[config.mk]
export PLATFORM = sky130hd
export DESIGN_NAME = pi_setpoint_bias_controller
export DESIGN_NICKNAME = d
export VERILOG_FILES = /design/src/rtl/pisbc_pkg.sv /design/src/rtl/pi_setpoint_bias_controller.sv
export SDC_FILE = /design/constraint.sdc
export NUM_CORES = 2
export LEC_CHECK = 0
export ABC_CLOCK_PERIOD_IN_PS = 14000
export BUFFER_PORTS_ARGS = -buffer_cell sky130_fd_sc_hd__clkbuf_2
export CAP_MARGIN = 20
export CORE_ASPECT_RATIO = 0.6
export CORE_UTILIZATION = 35
export DETAILED_ROUTE_END_ITERATION = 10
export GPL_TIMING_DRIVEN = 0
export PLACE_DENSITY = 0.6
export SLEW_MARGIN = 0
export SYNTH_ARGS = -nofsm -noshare
export SYNTH_HDL_FRONTEND = slang
export SYNTH_SLANG_ARGS = --single-unit
[constraint.sdc]
create_clock -name aclk -period 14 [get_ports aclk]
set_input_delay 0.7 -clock aclk [delete_from_list [all_inputs] [get_ports aclk]]
set_output_delay 0.7 -clock aclk [all_outputs]
set_load 0.1 [all_outputs]
[src/rtl/pisbc_pkg.sv]
// Package with shared constants and types for the PI setpoint bias controller.
`default_nettype none
package pisbc_pkg;

    // Status codes of a result word.
    typedef enum logic [2:0] {
        STAT_NO_TARGET  = 3'd0,
        STAT_NO_READING = 3'd1,
        STAT_HOLDING    = 3'd2,
        STAT_LIMITED    = 3'd3,
        STAT_COMMANDED  = 3'd4
    } status_t;

    // Configuration register indexes.
    localparam logic [2:0] REG_PROP_GAIN    = 3'd0;
    localparam logic [2:0] REG_INTEG_GAIN   = 3'd1;
    localparam logic [2:0] REG_DEADBAND     = 3'd2;
    localparam logic [2:0] REG_BIAS_LIMIT   = 3'd3;
    localparam logic [2:0] REG_INTEG_LIMIT  = 3'd4;
    localparam logic [2:0] REG_SP_MIN       = 3'd5;
    localparam logic [2:0] REG_SP_MAX       = 3'd6;
    localparam logic [2:0] REG_CMD_GAP      = 3'd7;

    localparam int CFG_WIDTH = 39;

    // Integration scaling: increment = (|err| * dt * 4096 + 1875) / 3750.
    localparam logic [12:0] DIV_CONST  = 13'd3750;
    localparam logic [11:0] DIV_ROUND  = 12'd1875;
    localparam logic [31:0] DEFAULT_DT = 32'd60000;
    localparam logic [15:0] TARGET_TOL = 16'd12;

    // Step counts of the serial units, loaded as count minus one.
    localparam logic [5:0] DT_MUL_LAST   = 6'd31;
    localparam logic [5:0] GAIN_MUL_LAST = 6'd15;
    localparam logic [5:0] DIV_LAST      = 6'd60;

endpackage
`default_nettype wire

[src/rtl/pi_setpoint_bias_controller.sv]
// PI setpoint bias controller: serial shift-add multiplier and restoring divider.
// Without a target or reading the word goes straight to the output state. Otherwise the
// bit-serial multiplier (32 steps, then 16 and 16), the 61-step divider and 3 finish steps
// run; inside the deadband the dt product and the divider are skipped.
// The next word is taken in the cycle after the result enters the output register; a full
// output register stalls it. Reset (sync, active low) loads defaults.
`default_nettype none
module pi_setpoint_bias_controller
    import pisbc_pkg::*;
(
    input  wire logic                 aclk,
    input  wire logic                 aresetn,
    input  wire logic                 cfg_wr_en,
    input  wire logic [2:0]           cfg_index,
    input  wire logic [CFG_WIDTH-1:0] cfg_wdata,
    input  wire logic                 s_valid,
    output logic                      s_ready,
    input  wire logic                 s_restart,
    input  wire logic                 s_target_valid,
    input  wire logic signed [15:0]   s_target_temp,
    input  wire logic                 s_temp_valid,
    input  wire logic signed [15:0]   s_measured_temp,
    input  wire logic [31:0]          s_now_ms,
    output logic                      m_valid,
    input  wire logic                 m_ready,
    output logic [2:0]                m_status_code,
    output logic                      m_engage,
    output logic                      m_power_off,
    output logic [5:0]                m_setpoint,
    output logic signed [15:0]        m_bias,
    output logic signed [15:0]        m_error
);

    typedef enum logic [3:0] {
        ST_IDLE, ST_MUL_DT, ST_DIV, ST_INTEG, ST_MUL_I, ST_MUL_P,
        ST_FIN1, ST_FIN2, ST_FIN3, ST_OUT
    } state_t;

    // Configuration registers.
    logic [15:0] prop_gain_reg, integ_gain_reg;
    logic [14:0] deadband_reg, bias_limit_reg;
    logic [38:0] integ_limit_reg;
    logic [5:0]  sp_min_reg, sp_max_reg;
    logic [31:0] cmd_gap_reg;

    // Loop state.
    logic               engaged_reg, engaged_next;
    logic signed [15:0] last_target_reg, last_target_next;
    logic               ltk_reg, ltk_next;
    logic signed [40:0] integ_reg, integ_next;
    logic [31:0]        last_eval_reg, last_eval_next;
    logic [31:0]        last_cmd_reg, last_cmd_next;
    logic               has_cmd_reg, has_cmd_next;
    logic [5:0]         cmd_sp_reg, cmd_sp_next;

    // Working registers of one evaluation.
    state_t             state_reg, state_next;
    logic signed [15:0] target_reg, target_next;
    logic signed [16:0] err_reg, err_next;
    logic [31:0]        now_reg, now_next;
    logic               start_reg, start_next;
    logic signed [63:0] mul_m_reg, mul_m_next;
    logic [31:0]        mul_b_reg, mul_b_next;
    logic signed [63:0] prod_reg, prod_next;
    logic [5:0]         cnt_reg, cnt_next;
    logic [60:0]        div_n_reg, div_n_next;
    logic [11:0]        div_r_reg, div_r_next;
    logic [39:0]        rb_reg, rb_next;
    logic               neg_reg, neg_next;
    logic [5:0]         desired_reg, desired_next;

    // Result being assembled, then the output register.
    logic [2:0]         res_status_reg, res_status_next;
    logic               res_engage_reg, res_engage_next;
    logic               res_poff_reg, res_poff_next;
    logic [5:0]         res_sp_reg, res_sp_next;
    logic signed [15:0] res_bias_reg, res_bias_next;
    logic signed [15:0] res_err_reg, res_err_next;
    logic               m_valid_reg, m_valid_next;
    logic [2:0]         m_status_reg, m_status_next;
    logic               m_engage_reg, m_engage_next;
    logic               m_poff_reg, m_poff_next;
    logic [5:0]         m_sp_reg, m_sp_next;
    logic signed [15:0] m_bias_reg, m_bias_next;
    logic signed [15:0] m_err_reg, m_err_next;

    assign s_ready       = (state_reg == ST_IDLE);
    assign m_valid       = m_valid_reg;
    assign m_status_code = m_status_reg;
    assign m_engage      = m_engage_reg;
    assign m_power_off   = m_poff_reg;
    assign m_setpoint    = m_sp_reg;
    assign m_bias        = m_bias_reg;
    assign m_error       = m_err_reg;

    // Next-state logic of the sequencer and its datapath.
    always_comb begin
        logic               ltk_e, eng_e, chg, start;
        logic [31:0]        let_e;
        logic signed [16:0] tdiff, err;
        logic [16:0]        tmag, emag;
        logic signed [63:0] prod_step, sum, lim;
        logic [12:0]        rtry;
        logic [63:0]        tm;
        logic [14:0]        rbc;
        logic signed [15:0] bias;
        logic signed [17:0] s;
        logic [17:0]        smag;
        logic signed [11:0] des;
        logic               same, limited;

        ltk_e   = 1'b0;
        eng_e   = 1'b0;
        chg     = 1'b0;
        start   = 1'b0;
        let_e   = '0;
        tdiff   = '0;
        err     = '0;
        tmag    = '0;
        emag    = '0;
        sum     = '0;
        lim     = '0;
        rtry    = '0;
        tm      = '0;
        rbc     = '0;
        bias    = '0;
        s       = '0;
        smag    = '0;
        des     = '0;
        same    = 1'b0;
        limited = 1'b0;

        state_next       = state_reg;
        engaged_next     = engaged_reg;
        last_target_next = last_target_reg;
        ltk_next         = ltk_reg;
        integ_next       = integ_reg;
        last_eval_next   = last_eval_reg;
        last_cmd_next    = last_cmd_reg;
        has_cmd_next     = has_cmd_reg;
        cmd_sp_next      = cmd_sp_reg;
        target_next      = target_reg;
        err_next         = err_reg;
        now_next         = now_reg;
        start_next       = start_reg;
        mul_m_next       = mul_m_reg;
        mul_b_next       = mul_b_reg;
        prod_next        = prod_reg;
        cnt_next         = cnt_reg;
        div_n_next       = div_n_reg;
        div_r_next       = div_r_reg;
        rb_next          = rb_reg;
        neg_next         = neg_reg;
        desired_next     = desired_reg;
        res_status_next  = res_status_reg;
        res_engage_next  = res_engage_reg;
        res_poff_next    = res_poff_reg;
        res_sp_next      = res_sp_reg;
        res_bias_next    = res_bias_reg;
        res_err_next     = res_err_reg;
        m_valid_next     = m_valid_reg && !m_ready;
        m_status_next    = m_status_reg;
        m_engage_next    = m_engage_reg;
        m_poff_next      = m_poff_reg;
        m_sp_next        = m_sp_reg;
        m_bias_next      = m_bias_reg;
        m_err_next       = m_err_reg;

        // One shift-add step of the serial multiplier.
        prod_step = mul_b_reg[0] ? prod_reg + mul_m_reg : prod_reg;

        case (state_reg)
            ST_IDLE: begin
                if (s_valid) begin
                    ltk_e = ltk_reg;
                    eng_e = engaged_reg;
                    let_e = last_eval_reg;
                    res_status_next = STAT_NO_TARGET;
                    res_engage_next = 1'b0;
                    res_poff_next   = 1'b0;
                    res_sp_next     = '0;
                    res_bias_next   = '0;
                    res_err_next    = '0;
                    // A restart clears the loop before anything else.
                    if (s_restart) begin
                        integ_next   = '0;
                        has_cmd_next = 1'b0;
                        cmd_sp_next  = '0;
                        ltk_e        = 1'b0;
                        let_e        = '0;
                    end
                    ltk_next       = ltk_e;
                    last_eval_next = let_e;
                    if (!s_target_valid) begin
                        if (eng_e) begin
                            res_poff_next = 1'b1;
                            engaged_next  = 1'b0;
                            integ_next    = '0;
                            has_cmd_next  = 1'b0;
                            cmd_sp_next   = '0;
                            ltk_next      = 1'b0;
                        end
                        state_next = ST_OUT;
                    end else if (!s_temp_valid) begin
                        res_status_next = STAT_NO_READING;
                        state_next      = ST_OUT;
                    end else begin
                        tdiff = 17'(last_target_reg) - 17'(s_target_temp);
                        tmag  = tdiff[16] ? 17'(-tdiff) : 17'(tdiff);
                        chg   = !ltk_e || (tmag > {1'b0, TARGET_TOL});
                        start = !eng_e || chg;
                        if (start) begin
                            integ_next       = '0;
                            has_cmd_next     = 1'b0;
                            cmd_sp_next      = '0;
                            let_e            = s_now_ms;
                            last_target_next = s_target_temp;
                            ltk_next         = 1'b1;
                            engaged_next     = 1'b1;
                            res_engage_next  = 1'b1;
                        end
                        last_eval_next = s_now_ms;
                        err  = 17'(s_target_temp) - 17'(s_measured_temp);
                        emag = err[16] ? 17'(-err) : 17'(err);
                        err_next    = err;
                        target_next = s_target_temp;
                        now_next    = s_now_ms;
                        start_next  = start;
                        prod_next   = '0;
                        if (emag > {2'b00, deadband_reg}) begin
                            mul_m_next = 64'(emag);
                            mul_b_next = (let_e == '0) ? DEFAULT_DT : s_now_ms - let_e;
                            cnt_next   = DT_MUL_LAST;
                            state_next = ST_MUL_DT;
                        end else begin
                            // Integral stays; the bias product starts at once.
                            mul_m_next = 64'(integ_next);
                            mul_b_next = 32'(integ_gain_reg);
                            cnt_next   = GAIN_MUL_LAST;
                            state_next = ST_MUL_I;
                        end
                    end
                end
            end

            // Error magnitude times elapsed milliseconds, one bit of dt a cycle.
            ST_MUL_DT: begin
                prod_next  = prod_step;
                mul_m_next = mul_m_reg <<< 1;
                mul_b_next = mul_b_reg >> 1;
                cnt_next   = cnt_reg - 6'd1;
                if (cnt_reg == '0) begin
                    div_n_next = {prod_step[48:0], DIV_ROUND};
                    div_r_next = '0;
                    cnt_next   = DIV_LAST;
                    state_next = ST_DIV;
                end
            end

            // Restoring division by the per-minute constant, one quotient bit a cycle.
            ST_DIV: begin
                rtry = {div_r_reg, div_n_reg[60]};
                if (rtry >= DIV_CONST) begin
                    div_r_next = 12'(rtry - DIV_CONST);
                    div_n_next = {div_n_reg[59:0], 1'b1};
                end else begin
                    div_r_next = rtry[11:0];
                    div_n_next = {div_n_reg[59:0], 1'b0};
                end
                cnt_next = cnt_reg - 6'd1;
                if (cnt_reg == '0) begin
                    state_next = ST_INTEG;
                end
            end

            // Signed integral update with clamp to the limit.
            ST_INTEG: begin
                lim = 64'(integ_limit_reg);
                sum = err_reg[16] ? 64'(integ_reg) - 64'(div_n_reg)
                                  : 64'(integ_reg) + 64'(div_n_reg);
                if (sum > lim) begin
                    sum = lim;
                end
                if (sum < -lim) begin
                    sum = -lim;
                end
                integ_next = 41'(sum);
                mul_m_next = 64'(41'(sum));
                mul_b_next = 32'(integ_gain_reg);
                prod_next  = '0;
                cnt_next   = GAIN_MUL_LAST;
                state_next = ST_MUL_I;
            end

            // Integral gain times integral.
            ST_MUL_I: begin
                prod_next  = prod_step;
                mul_m_next = mul_m_reg <<< 1;
                mul_b_next = mul_b_reg >> 1;
                cnt_next   = cnt_reg - 6'd1;
                if (cnt_reg == '0) begin
                    mul_m_next = 64'(err_reg) <<< 16;
                    mul_b_next = 32'(prop_gain_reg);
                    cnt_next   = GAIN_MUL_LAST;
                    state_next = ST_MUL_P;
                end
            end

            // Proportional term added onto the same sum.
            ST_MUL_P: begin
                prod_next  = prod_step;
                mul_m_next = mul_m_reg <<< 1;
                mul_b_next = mul_b_reg >> 1;
                cnt_next   = cnt_reg - 6'd1;
                if (cnt_reg == '0) begin
                    state_next = ST_FIN1;
                end
            end

            // Round the sum magnitude to Q8.8.
            ST_FIN1: begin
                tm = prod_reg[63] ? 64'(-prod_reg) : 64'(prod_reg);
                tm = tm + 64'h0000_0000_0080_0000;
                rb_next    = tm[63:24];
                neg_next   = prod_reg[63];
                state_next = ST_FIN2;
            end

            // Clamp the bias, round target plus bias, clamp to the unit range.
            ST_FIN2: begin
                rbc  = (rb_reg > 40'(bias_limit_reg)) ? bias_limit_reg : rb_reg[14:0];
                bias = neg_reg ? -16'(rbc) : 16'(rbc);
                s    = 18'(target_reg) + 18'(bias);
                smag = s[17] ? 18'(-s) : 18'(s);
                smag = smag + 18'd128;
                des  = s[17] ? -12'(smag[17:8]) : 12'(smag[17:8]);
                if (des < $signed({6'd0, sp_min_reg})) begin
                    des = $signed({6'd0, sp_min_reg});
                end
                if (des > $signed({6'd0, sp_max_reg})) begin
                    des = $signed({6'd0, sp_max_reg});
                end
                desired_next  = des[5:0];
                res_sp_next   = des[5:0];
                res_bias_next = bias;
                if (err_reg > 17'sd32767) begin
                    res_err_next = 16'sh7FFF;
                end else if (err_reg < -17'sd32768) begin
                    res_err_next = 16'sh8000;
                end else begin
                    res_err_next = err_reg[15:0];
                end
                state_next = ST_FIN3;
            end

            // Hold, rate limit or command.
            ST_FIN3: begin
                same    = has_cmd_reg && (desired_reg == cmd_sp_reg);
                limited = (last_cmd_reg != '0) && ((now_reg - last_cmd_reg) < cmd_gap_reg);
                if (same) begin
                    res_status_next = STAT_HOLDING;
                end else if (limited && !start_reg) begin
                    res_status_next = STAT_LIMITED;
                end else begin
                    res_status_next = STAT_COMMANDED;
                    cmd_sp_next     = desired_reg;
                    has_cmd_next    = 1'b1;
                    last_cmd_next   = now_reg;
                end
                state_next = ST_OUT;
            end

            // Move the result word into the output register once it is free.
            ST_OUT: begin
                if (!m_valid_reg || m_ready) begin
                    m_valid_next  = 1'b1;
                    m_status_next = res_status_reg;
                    m_engage_next = res_engage_reg;
                    m_poff_next   = res_poff_reg;
                    m_sp_next     = res_sp_reg;
                    m_bias_next   = res_bias_reg;
                    m_err_next    = res_err_reg;
                    state_next    = ST_IDLE;
                end
            end

            default: begin
                state_next = ST_IDLE;
            end
        endcase
    end

    // State, configuration and registered outputs.
    always_ff @(posedge aclk) begin
        if (!aresetn) begin
            state_reg       <= ST_IDLE;
            prop_gain_reg   <= 16'd256;
            integ_gain_reg  <= 16'd64;
            deadband_reg    <= 15'd51;
            bias_limit_reg  <= 15'd768;
            integ_limit_reg <= 39'd201326592;
            sp_min_reg      <= 6'd16;
            sp_max_reg      <= 6'd30;
            cmd_gap_reg     <= 32'd300000;
            engaged_reg     <= 1'b0;
            last_target_reg <= '0;
            ltk_reg         <= 1'b0;
            integ_reg       <= '0;
            last_eval_reg   <= '0;
            last_cmd_reg    <= '0;
            has_cmd_reg     <= 1'b0;
            cmd_sp_reg      <= '0;
            m_valid_reg     <= 1'b0;
        end else begin
            state_reg       <= state_next;
            engaged_reg     <= engaged_next;
            last_target_reg <= last_target_next;
            ltk_reg         <= ltk_next;
            integ_reg       <= integ_next;
            last_eval_reg   <= last_eval_next;
            last_cmd_reg    <= last_cmd_next;
            has_cmd_reg     <= has_cmd_next;
            cmd_sp_reg      <= cmd_sp_next;
            m_valid_reg     <= m_valid_next;
            if (cfg_wr_en) begin
                case (cfg_index)
                    REG_PROP_GAIN:   prop_gain_reg   <= cfg_wdata[15:0];
                    REG_INTEG_GAIN:  integ_gain_reg  <= cfg_wdata[15:0];
                    REG_DEADBAND:    deadband_reg    <= cfg_wdata[14:0];
                    REG_BIAS_LIMIT:  bias_limit_reg  <= cfg_wdata[14:0];
                    REG_INTEG_LIMIT: integ_limit_reg <= cfg_wdata[38:0];
                    REG_SP_MIN:      sp_min_reg      <= cfg_wdata[5:0];
                    REG_SP_MAX:      sp_max_reg      <= cfg_wdata[5:0];
                    REG_CMD_GAP:     cmd_gap_reg     <= cfg_wdata[31:0];
                    default: ;
                endcase
            end
        end
        target_reg     <= target_next;
        err_reg        <= err_next;
        now_reg        <= now_next;
        start_reg      <= start_next;
        mul_m_reg      <= mul_m_next;
        mul_b_reg      <= mul_b_next;
        prod_reg       <= prod_next;
        cnt_reg        <= cnt_next;
        div_n_reg      <= div_n_next;
        div_r_reg      <= div_r_next;
        rb_reg         <= rb_next;
        neg_reg        <= neg_next;
        desired_reg    <= desired_next;
        res_status_reg <= res_status_next;
        res_engage_reg <= res_engage_next;
        res_poff_reg   <= res_poff_next;
        res_sp_reg     <= res_sp_next;
        res_bias_reg   <= res_bias_next;
        res_err_reg    <= res_err_next;
        m_status_reg   <= m_status_next;
        m_engage_reg   <= m_engage_next;
        m_poff_reg     <= m_poff_next;
        m_sp_reg       <= m_sp_next;
        m_bias_reg     <= m_bias_next;
        m_err_reg      <= m_err_next;
    end

`ifndef SYNTHESIS
    // An accepted word keeps the input side closed on the next cycle.
    a_busy_after_accept: assert property (@(posedge aclk) disable iff (!aresetn)
        s_valid && s_ready |=> !s_ready)
        else $error("input taken again right after a word");

    // An engage request only comes with a computed setpoint.
    a_engage_status: assert property (@(posedge aclk) disable iff (!aresetn)
        m_valid && m_engage |-> (m_status_code == STAT_HOLDING ||
                                 m_status_code == STAT_LIMITED ||
                                 m_status_code == STAT_COMMANDED))
        else $error("engage without a setpoint result");

    // Power off only for a missing target.
    a_poff_status: assert property (@(posedge aclk) disable iff (!aresetn)
        m_valid && m_power_off |-> m_status_code == STAT_NO_TARGET && !m_engage)
        else $error("power off with a wrong status");

    // A commanded setpoint never exceeds the upper range limit.
    a_sp_range: assert property (@(posedge aclk) disable iff (!aresetn)
        m_valid && m_status_code == STAT_COMMANDED |-> m_setpoint <= sp_max_reg)
        else $error("setpoint above the upper limit");
`endif

endmodule
`default_nettype wire
# == After elaboration in Yosys (flattened, before gate mapping) ==
# Index checks and enable logic that the tools add are counted.
# totals
register_bits,718
latch_bits,0
ram_bits,0
romBits,0
input_bits,114
output_inout_bits,45
elab_cells,273
memories,0
# op_classes
add_sub_neg,19
n_mul,0
div,0
n_lt_le_gt_ge,11
n_eq_ne,30
shifts,0
mux,115
n_bitwise,2
n_reduce_logical,52
# ops
operator,count
$mux 64,13
$mux 32,13
$mux 41,7
$pmux 64 s4,1
$pmux 64 s3,1
$pmux 32 s4,1
$pmux 61 s2,1
$mux 6,15
$pmux 41 s2,1
$add 64x24->64 const B,1
$add 64x64->64,1
$gt 64x40->1,1
$lt 64x64->1,1
$mux 16,4
$neg 39->64,1
$neg 64->64,1
$pmux 16 s2,2
$sub 32x32->32,2
$add 41x62->63,1
$sub 41x62->63,1
$mux 61,1
$mux 12,5
$gt 40x15->1,1
$pmux 4 s10,1
60 further kinds,152

# == Depth between registers and ports, before layout ==
# depth
ltp_word,18
depth_mapped,63
ltp_nobuf,56

# == Worst setup path before layout ==
# No wires, ideal clock.
# synth_path
path_type,register to register
startpoint,register bias_limit_reg[1]
endpoint,register res_sp_reg[0] (data pin)
setup_ps,255
t_arrival_ps,11287
required_ps,13745
setup_slack_ps,2458
path_stages_with_launch,57
n_path_buf,7
synth_period_minus_slack_ps,11542
path_cell_list,dfxtp_1 -> inv_1 -> ha_1 -> nor2b_1 -> o21a_1 -> o21a_1 -> o21a_1 -> o21a_1 -> o21a_1 -> o21ai_0 -> a21oi_1 -> o211ai_1 -> buf_1 -> clkbuf_1 -> clkbuf_1 -> mux2i_1 -> ha_1 -> nor4b_1 -> (+21 left out) -> ha_1 -> a211oi_1 -> ha_1 -> clkbuf_1 -> mux2_2 -> ha_1 -> nor2b_1 -> o21a_1 -> o21ai_0 -> nand2b_1 -> a21oi_1 -> nor2b_1 -> o22ai_1 -> a21o_1 -> a41o_1 -> buf_2 -> mux2_2 -> and2_1
# synth_via
elab_chain_len,16
# synth_lines
element,line,rtl
start: declaration,pi_setpoint_bias_controller.sv:41,"logic [14:0] deadband_reg, bias_limit_reg;"
start signal: assignment,pi_setpoint_bias_controller.sv:430,REG_BIAS_LIMIT: bias_limit_reg <= cfg_wdata[14:0];
$gt 40x15->1,pi_setpoint_bias_controller.sv:331,rbc = (rb_reg > 40'(bias_limit_reg)) ? bias_limit_reg : rb_reg[14:0];
$mux 15 (*),pi_setpoint_bias_controller.sv:331,
$neg 15->16,pi_setpoint_bias_controller.sv:332,bias = neg_reg ? -16'(rbc) : 16'(rbc);
$mux 16 (*),pi_setpoint_bias_controller.sv:332,
$add 16x16->17 (*),pi_setpoint_bias_controller.sv:333,s = 18'(target_reg) + 18'(bias);
$neg 17->18,pi_setpoint_bias_controller.sv:334,smag = s[17] ? 18'(-s) : 18'(s);
$mux 18,pi_setpoint_bias_controller.sv:334,
$add 18x8->18,pi_setpoint_bias_controller.sv:335,smag = smag + 18'd128;
$neg 10->12,pi_setpoint_bias_controller.sv:336,des = s[17] ? -12'(smag[17:8]) : 12'(smag[17:8]);
$mux 12 (*),pi_setpoint_bias_controller.sv:336,
$lt 12x7->1,pi_setpoint_bias_controller.sv:337,"if (des < $signed({6'd0, sp_min_reg})) begin"
$mux 12 (*),pi_setpoint_bias_controller.sv:337,
$mux 12 (*),pi_setpoint_bias_controller.sv:172,case (state_reg)
$gt 12x7->1,pi_setpoint_bias_controller.sv:340,"if (des > $signed({6'd0, sp_max_reg})) begin"
$mux 6 (*),pi_setpoint_bias_controller.sv:340,
$pmux 6 s2 (*),pi_setpoint_bias_controller.sv:172,
end signal: assignment,pi_setpoint_bias_controller.sv:455,res_sp_reg <= res_sp_next;
end: declaration,pi_setpoint_bias_controller.sv:76,"logic [5:0] res_sp_reg, res_sp_next;"
# Every way passes the cells marked *; elsewhere a longest branch is shown, timed or not. The select of a mux whose other input is x is not followed.
# A chain may end at the register's enable or synchronous reset.

# == Final worst setup path ==
# layout_path
startpoint,register err_reg[16]
endpoint,register mul_m_reg[12] (data pin)
# layout_via
elab_chain_len,7
# layout_lines
element,line,rtl
start: declaration,pi_setpoint_bias_controller.sv:59,"logic signed [16:0] err_reg, err_next;"
start signal: assignment,pi_setpoint_bias_controller.sv:440,err_reg <= err_next;
$mux 64 (*),pi_setpoint_bias_controller.sv:279,sum = err_reg[16] ? 64'(integ_reg) - 64'(div_n_reg)
$gt 64x40->1,pi_setpoint_bias_controller.sv:281,if (sum > lim) begin
$mux 64 (*),pi_setpoint_bias_controller.sv:281,
$mux 64 (*),pi_setpoint_bias_controller.sv:172,
$lt 64x64->1,pi_setpoint_bias_controller.sv:284,if (sum < -lim) begin
$mux 41 (*),pi_setpoint_bias_controller.sv:284,
$pmux 64 s4 (*),pi_setpoint_bias_controller.sv:172,
via mul_m_next[12],pi_setpoint_bias_controller.sv:62,"logic signed [63:0] mul_m_reg, mul_m_next;"
end signal: assignment,pi_setpoint_bias_controller.sv:443,mul_m_reg <= mul_m_next;
end: declaration,pi_setpoint_bias_controller.sv:62,
# Mark *: on every way through the listed nets, which the timed path passes. The rest lies on a longest branch. The select of a mux whose other input is x is not followed.

==> results.md <==
- The number of antenna violations at the first check in global routing is 9.
- After clock tree synthesis, the clock-pin slew on the worst setup and hold paths is 80 ps.
- The initial utilization of the core area, before any placement, comes to 35.5%.
- The worst hold path passes through 3 cells.
- The maximum clock path buffer count is 3.
- The number of buffers added on ports is 149.
- The ratio of final minimum period to clock period is 98.6%.
- The average wire per cell in the routed design is 23.9 µm.
- The run finished with clean final reports.
- The iteration count of the initial detailed-routing pass is 7.
- The kind of start point of the critical path is a flip-flop.
- The clock drives 718 sinks.
- The area growth from synthesis to final layout is 12.2%.
- The clock buffer count from CTS is 72.
- The longest individual stage delay on the worst path is 750 ps.
- The synthesized net count is 6605.
- In the global route stage, met3 resource usage came out at 10.5%.
- The post-synthesis cell type with the largest combined area is edfxtp_1.
- Summing over every cut layer, the via total after detailed routing is 49000.
- The final-layout worst hold slack is 237 ps.
- Ranked by instance count, the synthesized netlist is headed by 670 x nand2_1, 503 x nor2_1, 480 x a21oi_1, 438 x edfxtp_1, 420 x ha_1.
- The critical path start-end classification is reg -> reg.
- The total track usage is 25.5%.
- The maximum frequency from static timing analysis is 72.5 MHz.
- The height of the chip is 303 µm.
- The detailed-route wire length is 200 mm.
- After synthesis, the mean cell area works out to 8.69 µm².
- The worst setup skew after layout is 39.5 ps.
- The worst slew margin relative to its limit is 19.7%.
- IR analysis of the VDD net gives a maximum drop of 121 µV.
- Summing the sequential cell areas from Yosys gives 35.6% of the chip area.
- The depth of the worst register-to-register path is 45.
- The global placement routability congestion is 1.00.
- Dividing the detail-routed via count by the number of cells gives 5.85.
- The via count of the first global-routing pass is 43200.
- The synthesized netlist occupies a cell area of 52700 µm².
- The layer flagged by global routing as most heavily used is met1.
- The number of hold buffers added after CTS was 0.
- In the routed design, unresolved DRC markers number 0.
- The total I/O pin count is 159.
- The post-synthesis cell count is 6064.
- The proportion of netlist area held by the largest area contributor is 24.9%.
- In this run, the number of DRC markers left after iteration 0 of detailed routing was 6250.
- Summed over all cells, the static leakage comes to 22.7 nW.
- Prior to clock tree synthesis, the placed netlist has a worst setup slack of -503 ps.
- The core utilization of the finished layout is 39.9%.
- Yosys printed 0 warnings.
- Once detail routing completed, the nets flagged for antenna violations numbered 0.
- The global route total overflow is 0.
- The number of synthesized flops with an enable pin is 438.
- The buffer cell driving the clock tree root is clkbuf_16.
- The worst endpoint data arrival time is 14200 ps.
- The total power density per cell area is 199 nW/µm².
- The post-synthesis async set-or-reset flop share is 0%.
- The final worst setup slack is 201 ps.
- Cells with a size suffix above 1 make up 7.42% of the layout.
- The tightest min-delay check is of the in -> reg type.
- The first global-routing pass estimated 288 mm of wire.
- The number of max-slew violations in the final report is 0.
- The master of the slowest instance on the critical path is mux2i_1.
- Setup repair after global routing left no endpoint under its margin.
- The number of distinct standard cells referenced by the synthesized netlist is 112.
- The number of violations of the max-capacitance limit is 0.
- The total chip power is 11.8 mW.
- The core region area is 148000 µm².
- Counting stages on the worst path, the most repeated cell is a21oi_1.
- At the pin with the least slew margin, the transition time is 1190 ps.
- The most instantiated flip-flop cell in the synthesis netlist is edfxtp_1.
- The area enclosed by the die boundary is 152000 µm².
- The final setup violation count is 0.
- By instance count, the leading cell after synthesis is nand2_1.
- The total of fill cells in the finished design is 15000.
- After synthesis the netlist holds a flip-flop and latch count of 718.
- At the later pin of the worst-skew pair, clock insertion delay measures 700 ps.
- The HPWL after detailed placement is 161 mm.
- TritonCTS built the clock tree.
- STA puts the critical path data required time at 14400 ps.
- The initialized floorplan defines 109 standard-cell rows.
- The met2 layer usage reported by global route is 29.2%.
- Summed over all failing endpoints, the final setup total negative slack is 0 ps.
- STA classifies the critical path endpoint as a flip-flop.
- After synthesis, the cell types taking the most area are edfxtp_1 25%, dfxtp_1 11%, ha_1 10%.
- The die width is 503 µm.
- The largest net degree at the start of global routing is 54.
- The routed design could run at a clock period as short as 13800 ps.
- Along the worst path, the maximum fanout reaches 10.
- The total count of hold-check failures in the final report is 0.
- The final layout contains 6856 nets.
- The H-tree depth is 3.
- The met1 usage is 41.8%.
-- worst max-delay path, delay by kind of cell (launching register included) --
| kind | cells | cell delay (ps) |
|---|---|---|
| xor+xnor | 2 | 810 |
| buf+inv | 8 | 1940 |
| mux | 1 | 750 |
| simple gates | 11 | 3120 |
| flops | 1 | 600 |
| compound gates | 20 | 5390 |
| fa+ha+maj | 3 | 850 |
-- kinds of logic after synthesis --
family / count (synthesis) / share of synthesized area (%)
compound gates: 1643 / 20.5
xor+xnor: 414 / 6.89
fa+ha+maj: 428 / 10.3
buf+inv: 631 / 4.74
flops: 718 / 35.6
mux: 152 / 2.96
simple gates: 2078 / 19.1
-- layout make-up --
cell class | instances | area [µm²] | share of cell area, %
Antenna cell | 10 | 25.0 | 0.0423
Buffer | 282 | 1210 | 2.04
Clock buffer | 95 | 2090 | 3.53
Clock inverter | 39 | 444 | 0.751
Inverter | 346 | 1300 | 2.20
Multi-Input combinational cell | 4715 | 31700 | 53.5
Sequential cell | 718 | 18800 | 31.7
Tap cell | 1998 | 2500 | 4.23
Timing Repair Buffer | 180 | 1170 | 1.97
-- power by group --
group          switching, mW  internal (mW)
Sequential             0.414           3.03
Clock                  0.955           1.19
Combinational           4.05           2.13
Total                   5.42           6.35
-- final timing paths --
kind	start	end	slack [ps]
hold / removal	cfg_wdata[33]	integ_limit_reg[33]$_SDFFE_PN0P_	240
setup reg to reg	err_reg[16]$_DFFE_PP_	mul_m_reg[12]$_DFFE_PP_	200
setup / recovery	err_reg[16]$_DFFE_PP_	mul_m_reg[12]$_DFFE_PP_	200
hold reg to reg	res_sp_reg[0]$_SDFFCE_PN0P_	m_setpoint[0]$_DFFE_PP_	410
-- routing by layer --
metal / share of wire, % / wire, µm
met5: 0 / 0
met4: 1.4 / 2810
met3: 15 / 30900
met2: 33 / 66300
met1: 50 / 100000
-- repair_timing --
| action | 4_1_cts | 5_1_grt |
|---|---|---|
| pin swaps | 0 | 3 |
| buffers inserted | 0 | 6 |
| resized for setup | 12 | 29 |
| cloned | 0 | 0 |
| endpoints found under the setup margin | 72 | 115 |
-- cell usage in the layout (no fill, tap or decap), drive strengths merged, types with 123 or more instances in the layout --
cell type	Yosys	routed
nand2	672	672
nor2	506	506
a21oi	482	482
clkbuf	224	468
edfxtp	438	438
ha	420	420
inv	344	345
xnor2	311	311
o21ai	287	287
dfxtp	280	280
nor2b	146	146
a21boi	144	144
mux2i	132	132
a21o	123	123
-- per-stage QoR --
stage,area [µm²],instances
finish,59100,8383
CTS,58900,8368
global route,59100,8375
floorplan,52700,6064
global placement,56000,8211
detailed placement,56400,8235
No activity file was read; power rests on OpenSTA's default activity.
